--- src/hw/rtl/fcr_pkg.sv ---
// ============================================================================
// Framed command receiver package
// Shared command codes, frame constants and the command text tables.
// ============================================================================
package fcr_pkg;

    // Poll answer codes.
    typedef enum logic [1:0] {
        CMD_NONE      = 2'd0,
        CMD_STOP_RUN  = 2'd1,
        CMD_START_RUN = 2'd2
    } cmd_t;

    // Frame sync character.
    localparam logic [7:0] CHAR_A = 8'h41;

    // Command lengths in bytes.
    localparam int STOP_LEN  = 7;
    localparam int START_LEN = 8;

    // Command text, one byte per entry.
    localparam logic [7:0] STOP_TEXT [STOP_LEN] = '{
        8'h73, 8'h74, 8'h6f, 8'h70, 8'h72, 8'h75, 8'h6e
    };
    localparam logic [7:0] START_TEXT [START_LEN] = '{
        8'h73, 8'h74, 8'h61, 8'h72, 8'h74, 8'h72, 8'h75, 8'h6e
    };

    // Expected byte at position k of the selected command text.
    function automatic logic [7:0] cmd_char(input logic start_sel, input logic [2:0] k);
        logic [7:0] ch;
        ch = START_TEXT[k];
        if (!start_sel)
        begin
            ch = (k == 3'd7) ? 8'h00 : STOP_TEXT[k];
        end
        return ch;
    endfunction

endpackage

--- src/hw/rtl/fcr_if.sv ---
// ============================================================================
// Framed command receiver channels
// Valid/ready request channel for incoming items and response channel.
// ============================================================================

// Incoming request: a received byte or a poll.
interface fcr_req_if;
    logic       valid;
    logic       ready;
    logic       mode;
    logic [7:0] rx_byte;

    modport source (output valid, output mode, output rx_byte, input ready);
    modport sink   (input valid, input mode, input rx_byte, output ready);
endinterface

// Outgoing response: the poll answer.
interface fcr_rsp_if;
    logic       valid;
    logic       ready;
    logic [1:0] command;

    modport source (output valid, output command, input ready);
    modport sink   (input valid, input command, output ready);
endinterface

--- src/hw/rtl/framed_command_receiver_core.sv ---
// A received byte is taken in the idle state; the block stays ready for more bytes.
// A poll with no matching candidate goes straight to the done state; a poll that
// compares the stored payload steps one byte at a time through the read and check
// states, the single store read port and comparator, for up to 8 bytes.
// Reset clears all control state; the payload store is not cleared.
// ============================================================================
// Framed command receiver core
// Deframes 'A' 'A' length payload frames and matches the payload against
// the stop and start command strings with one shared byte comparator.
// ============================================================================
module framed_command_receiver_core #(
    parameter int BUF_DEPTH = 32
) (
    input  logic     clk,
    input  logic     rst_n,
    fcr_req_if.sink  req,
    fcr_rsp_if.source rsp
);
    import fcr_pkg::*;

    localparam int AW  = $clog2(BUF_DEPTH);
    localparam int WIW = $clog2(BUF_DEPTH + 1);

    typedef enum logic [3:0] {
        ST_IDLE  = 4'b0001,
        ST_READ  = 4'b0010,
        ST_CHECK = 4'b0100,
        ST_DONE  = 4'b1000
    } state_t;

    state_t          state_reg,     state_next;
    logic [1:0]      run_reg,       run_next;
    logic [7:0]      remain_reg,    remain_next;
    logic [WIW-1:0]  wi_reg,        wi_next;
    logic            ovf_reg,       ovf_next;
    logic            frame_reg,     frame_next;
    logic            sel_reg,       sel_next;
    logic [2:0]      idx_reg,       idx_next;
    cmd_t            cmd_reg,       cmd_next;
    logic            out_valid_reg, out_valid_next;
    cmd_t            out_cmd_reg,   out_cmd_next;

    logic [7:0]      store_mem [BUF_DEPTH];
    logic [7:0]      rd_data_reg;
    logic            mem_we;
    logic [AW-1:0]   rd_addr;
    logic            byte_acc;
    logic            poll_acc;
    logic            out_load;
    logic [2:0]      last_idx;

    // Handshake decode.
    assign req.ready = (state_reg == ST_IDLE);
    assign byte_acc  = req.valid && req.ready && !req.mode;
    assign poll_acc  = req.valid && req.ready && req.mode;
    assign rd_addr   = {{(AW-3){1'b0}}, idx_reg};
    assign last_idx  = sel_reg ? 3'(START_LEN - 1) : 3'(STOP_LEN - 1);

    // Response channel driven from the output register.
    assign rsp.valid   = out_valid_reg;
    assign rsp.command = out_cmd_reg;

    // Deframer and compare sequencer.
    always_comb
    begin
        state_next  = state_reg;
        run_next    = run_reg;
        remain_next = remain_reg;
        wi_next     = wi_reg;
        ovf_next    = ovf_reg;
        frame_next  = frame_reg;
        sel_next    = sel_reg;
        idx_next    = idx_reg;
        cmd_next    = cmd_reg;
        mem_we      = 1'b0;
        out_load    = 1'b0;

        unique case (state_reg)
            ST_IDLE:
            begin
                if (byte_acc)
                begin
                    // A pending payload byte is stored first.
                    if (remain_reg != 8'd0)
                    begin
                        remain_next = remain_reg - 8'd1;
                        if (wi_reg < WIW'(BUF_DEPTH))
                        begin
                            mem_we  = 1'b1;
                            wi_next = wi_reg + WIW'(1);
                        end
                        else
                        begin
                            ovf_next = 1'b1;
                        end
                        if (remain_reg == 8'd1)
                        begin
                            frame_next = 1'b1;
                        end
                    end
                    // The byte after two 'A's is the length.
                    if (run_reg == 2'd2)
                    begin
                        remain_next = req.rx_byte;
                    end
                    // The first 'A' of a run restarts the frame.
                    if (req.rx_byte == CHAR_A)
                    begin
                        if (run_reg == 2'd0)
                        begin
                            wi_next    = '0;
                            ovf_next   = 1'b0;
                            frame_next = 1'b0;
                        end
                        if (run_reg != 2'd3)
                        begin
                            run_next = run_reg + 2'd1;
                        end
                    end
                    else
                    begin
                        run_next = 2'd0;
                    end
                end
                else if (poll_acc)
                begin
                    cmd_next   = CMD_NONE;
                    state_next = ST_DONE;
                    if (frame_reg)
                    begin
                        frame_next = 1'b0;
                        idx_next   = 3'd0;
                        if (!ovf_reg && wi_reg == WIW'(STOP_LEN))
                        begin
                            sel_next   = 1'b0;
                            state_next = ST_READ;
                        end
                        else if (!ovf_reg && wi_reg == WIW'(START_LEN))
                        begin
                            sel_next   = 1'b1;
                            state_next = ST_READ;
                        end
                    end
                end
            end

            ST_READ:
            begin
                // The store read data is registered this cycle.
                state_next = ST_CHECK;
            end

            ST_CHECK:
            begin
                if (rd_data_reg != cmd_char(sel_reg, idx_reg))
                begin
                    cmd_next   = CMD_NONE;
                    state_next = ST_DONE;
                end
                else if (idx_reg == last_idx)
                begin
                    cmd_next   = sel_reg ? CMD_START_RUN : CMD_STOP_RUN;
                    state_next = ST_DONE;
                end
                else
                begin
                    idx_next   = idx_reg + 3'd1;
                    state_next = ST_READ;
                end
            end

            ST_DONE:
            begin
                // Hand the answer over once the output register is free.
                if (!out_valid_reg || rsp.ready)
                begin
                    out_load   = 1'b1;
                    state_next = ST_IDLE;
                end
            end

            default:
            begin
                state_next = ST_IDLE;
            end
        endcase
    end

    // Output register.
    always_comb
    begin
        out_valid_next = out_valid_reg && !rsp.ready;
        out_cmd_next   = out_cmd_reg;
        if (out_load)
        begin
            out_valid_next = 1'b1;
            out_cmd_next   = cmd_reg;
        end
    end

    // Control registers.
    always_ff @(posedge clk or negedge rst_n)
    begin
        if (!rst_n)
        begin
            state_reg     <= ST_IDLE;
            run_reg       <= 2'd0;
            remain_reg    <= 8'd0;
            wi_reg        <= '0;
            ovf_reg       <= 1'b0;
            frame_reg     <= 1'b0;
            out_valid_reg <= 1'b0;
        end
        else
        begin
            state_reg     <= state_next;
            run_reg       <= run_next;
            remain_reg    <= remain_next;
            wi_reg        <= wi_next;
            ovf_reg       <= ovf_next;
            frame_reg     <= frame_next;
            out_valid_reg <= out_valid_next;
        end
    end

    // Payload registers of the compare sequencer and output.
    always_ff @(posedge clk)
    begin
        sel_reg     <= sel_next;
        idx_reg     <= idx_next;
        cmd_reg     <= cmd_next;
        out_cmd_reg <= out_cmd_next;
    end

    // Payload store: one write port, one registered read port.
    always_ff @(posedge clk)
    begin
        if (mem_we)
        begin
            store_mem[wi_reg[AW-1:0]] <= req.rx_byte;
        end
        rd_data_reg <= store_mem[rd_addr];
    end

endmodule

--- src/flat_wrapper.sv ---
// flat-port wrapper written by rule: the top's interface ports become plain ports
module framed_command_receiver_core_flat import fcr_pkg::*;
#(
    parameter int BUF_DEPTH = 32
)
  (clk, rst_n, req_valid, req_mode, req_rx_byte, req_ready, rsp_valid, rsp_command, rsp_ready);
  fcr_req_if req_i ();
  fcr_rsp_if rsp_i ();
  input  logic clk;
  input  logic rst_n;
  input wire logic [$bits(req_i.valid)-1:0] req_valid;
  input wire logic [$bits(req_i.mode)-1:0] req_mode;
  input wire logic [$bits(req_i.rx_byte)-1:0] req_rx_byte;
  output wire logic [$bits(req_i.ready)-1:0] req_ready;
  output wire logic [$bits(rsp_i.valid)-1:0] rsp_valid;
  output wire logic [$bits(rsp_i.command)-1:0] rsp_command;
  input wire logic [$bits(rsp_i.ready)-1:0] rsp_ready;
  assign req_i.valid = req_valid;
  assign req_i.mode = req_mode;
  assign req_i.rx_byte = req_rx_byte;
  assign req_ready = req_i.ready;
  assign rsp_valid = rsp_i.valid;
  assign rsp_command = rsp_i.command;
  assign rsp_i.ready = rsp_ready;
  framed_command_receiver_core #(.BUF_DEPTH(BUF_DEPTH)) u_core (.clk(clk), .rst_n(rst_n), .req(req_i), .rsp(rsp_i));
endmodule
--- config.mk ---
export PLATFORM = sky130hd
export DESIGN_NAME = framed_command_receiver_core_flat
export DESIGN_NICKNAME = d
export VERILOG_FILES = /design/src/hw/rtl/fcr_pkg.sv /design/src/hw/rtl/fcr_if.sv /design/src/hw/rtl/framed_command_receiver_core.sv /design/src/flat_wrapper.sv
export SDC_FILE = /design/constraint.sdc
export NUM_CORES = 1
export LEC_CHECK = 0
export BUFFER_PORTS_ARGS = -buffer_cell sky130_fd_sc_hd__buf_2
export CAP_MARGIN = 20
export CORE_MARGIN = 10
export CORE_UTILIZATION = 58
export DETAILED_ROUTE_END_ITERATION = 10
export GPL_TIMING_DRIVEN = 0
export PLACE_DENSITY_LB_ADDON = 0.2
export SYNTH_ARGS = -nofsm -noshare
export SYNTH_HDL_FRONTEND = slang
export SYNTH_SLANG_ARGS = --single-unit
--- constraint.sdc ---
create_clock -name clk -period 5.7 [get_ports clk]
set_input_delay 1.71 -clock clk [delete_from_list [all_inputs] [get_ports clk]]
set_output_delay 1.71 -clock clk [all_outputs]
set_load 0.01 [all_outputs]
==> results.toml <==
[setup_path]
worstSetupStartpointType = "flop"
cp-end-kind = "output port"
rr_worst_depth = 8
r2r_setup_slack_ps = 2630
critPathKind = "reg -> out"
r2r_start = "u_core.idx_reg[0]$_SDFFCE_PP0P_"
crit_end = "req_ready"
startpoint = "u_core.state_reg[0]$_DFFE_PN1P_"
r2r-end = "u_core.idx_reg[0]$_SDFFCE_PP0P_"
critPathMaxFanout = 5
crit_arrival_ps = 1670
crit_required_ps = 3990

[drt]
drc = 0
totalWireLength_um = 8940
ant_nets = 0
drt_pass1_iterations = 5
vias_per_cell = 5.97
wl_per_cell_um = 18.5
vias = 2885
detail_route.iter0.violations = 191

[synth]
ys_ff_latch = 103
synth-edff-count = 72
ys_warn_count = 0
synth_cells = 349
synth_area_um2 = 4720
syn_nets = 378
yosysSeqAreaShare = 0.615
syn_area_per_cell_um2 = 13.5
yosysUniqueCellTypes = 55
synthArstFlopShare = 0.223
ys.flop_type = "edfxtp_1"

[clock_tree]
cts-buffers-inserted = 9
numClockSinks = 103
clkLatencyLatePin_ps = 370
hold_buffers = 0
clockRootBuffer = "clkbuf_8"
clk_path_buf_depth = 2
cts_resized = 0
cts_tree = "built"
cts_setup_buffers = 0
cts.htree.levels = 3
clkTransAtPathRegs_ps = 110

[sta]
setup_viol = 0
holdWs_ps = 425
fmax_ghz = 0.296
finalSetupTns_ps = 0
slew_viol_final = 0
hold_viol = 0
slew_headroom = 0.609
max_slew.worst_pin.slew_ps = 586
rsz0062_at_grt = "no"
min_period_ps = 3380
finClkSkew_ps = 14.8
fin_crit_sh = 0.593

[pwr]
leakagePower_nw = 1.95
vdd_drop_max_v = 0.000307
p_per_area_nw_per_um2 = 337

[worst_hold_path]
hold_path.class = "reg -> reg"

[global_route]
grt_antenna_before_repair = 0
grt-ovfl-total = 0
grt_max_degree = 24
track_usage = 0.160
grt_pass1_wl_um = 14900
first_global_vias = 2926

[final_layout]
area_growth_syn_to_layout_pct = 9.18
seq_area_um2 = 2900
n_fill_cell = 568
fin_nets = 405
diodes = 0
multiInputGateArea_um2 = 1710
largest_register_ff_count = 64
final_core_util = 0.659
drive_gt1_frac = 0.176
finalInstanceArea_um2 = 5150

[floorplan]
die-width_um = 110
initial_core_util = 0.604
ios = 17
die_height_um = 110
die_area_um2 = 12100
rows = 32
core_area_um2 = 7810

[run_status]
status = "finished, final reports clean"

[placement]
gp_congestion = 0.860
placed_cell_area_um2 = 4920
portBuffers = 16
hpwl_um = 6080

[job]
maxCapViolations = 0
layout by cell type, fill, tap and decap left out, types with 6 or more instances in the layout:
cell type / synthesis / layout
edfxtp_1: 72 / 72
nand2_1: 49 / 49
nor2_1: 23 / 23
dfrtp_1: 22 / 22
buf_2: 5 / 21
mux4_2: 16 / 16
ha_1: 16 / 16
inv_1: 14 / 14
nor3_1: 10 / 10
clkbuf_8: 0 / 9
o21ai_1: 8 / 8
a22o_1: 8 / 8
dfxtp_1: 8 / 8
o21ai_0: 7 / 7
clkbuf_1: 6 / 6
and3_1: 6 / 6
xor2_1: 6 / 6
power by group:
part	leakage, nW	internal [W]	switching [W]
Sequential	1.02	0.000874	0.0000648
Combinational	0.823	0.000121	0.000164
Clock	0.114	0.000253	0.000257
Total	1.95	0.00125	0.000486
per-layer routing:
metal	part of all wire	GRT usage	vias to the layer above
met5	0	0	-
met4	0.021	0.0633	0
met3	0.044	0.0337	18
met2	0.48	0.256	69
met1	0.46	0.208	1446
li1	-	-	1352
cell usage after synthesis (6+ instances only):
cell type / number / area share
xor2_1: 6 / 0.011
inv_1: 14 / 0.011
dfxtp_1: 8 / 0.034
dfrtp_1: 22 / 0.12
ha_1: 16 / 0.042
o21ai_1: 8 / 0.0085
nor2_1: 23 / 0.018
mux4_2: 16 / 0.076
and3_1: 6 / 0.0080
o21ai_0: 7 / 0.0074
edfxtp_1: 72 / 0.46
nor3_1: 10 / 0.011
clkbuf_1: 6 / 0.0048
a22o_1: 8 / 0.015
nand2_1: 49 / 0.039
worst min-delay path by stage:
stage                                    startpoint                               to  depth (start not counted)
floorplan           u_core.cmd_reg[0]$_SDFFCE_PP0P_  u_core.rsp.command[0]$_DFFE_PP_                          0
global placement    u_core.cmd_reg[0]$_SDFFCE_PP0P_  u_core.rsp.command[0]$_DFFE_PP_                          0
detailed placement  u_core.cmd_reg[1]$_SDFFCE_PP0P_  u_core.rsp.command[1]$_DFFE_PP_                          0
CTS                 u_core.cmd_reg[1]$_SDFFCE_PP0P_  u_core.rsp.command[1]$_DFFE_PP_                          0
global route        u_core.cmd_reg[1]$_SDFFCE_PP0P_  u_core.rsp.command[1]$_DFFE_PP_                          0
finish              u_core.cmd_reg[1]$_SDFFCE_PP0P_  u_core.rsp.command[1]$_DFFE_PP_                          0
kinds of logic (layout without fill, tap and decap cells):
group / after synthesis / count (layout) / share of synthesized area
flip-flops: 103 / 103 / 0.615
AND/OR/NAND/NOR: 126 / 126 / 0.140
XOR/XNOR: 9 / 9 / 0.0167
buffers and inverters: 26 / 58 / 0.0236
multiplexers: 19 / 19 / 0.0828
adder cells (fa/ha/maj): 16 / 16 / 0.0425
AO/OA/AOI/OAI: 50 / 50 / 0.0799
critical path, stage by stage, from the launching register on:
cell	delay (ps)
dfstp_2	580
or4b_4	520
inv_1	70
buf_2	120
cell type report:
type                       count  share of cell area
buffer                        12              0.0114
multi-input combinational    220               0.331
inverter                      14              0.0102
sequential                   103               0.563
clock inverter                 7              0.0197
tap                          102              0.0248
clock buffer                   9              0.0241
timing repair buffer          16              0.0156
metrics by stage:
step | setup slack [ps] | std cells | power [W]
CTS | 2300 | 483 | 0.00174
global placement | 2160 | 467 | 0.00122
floorplan | 2560 | 349 | 0.00115
finish | 2320 | 483 | 0.00173
global route | 2270 | 483 | 0.00182
detailed placement | 2120 | 467 | 0.00123
Power figures use the tool's default switching activity.
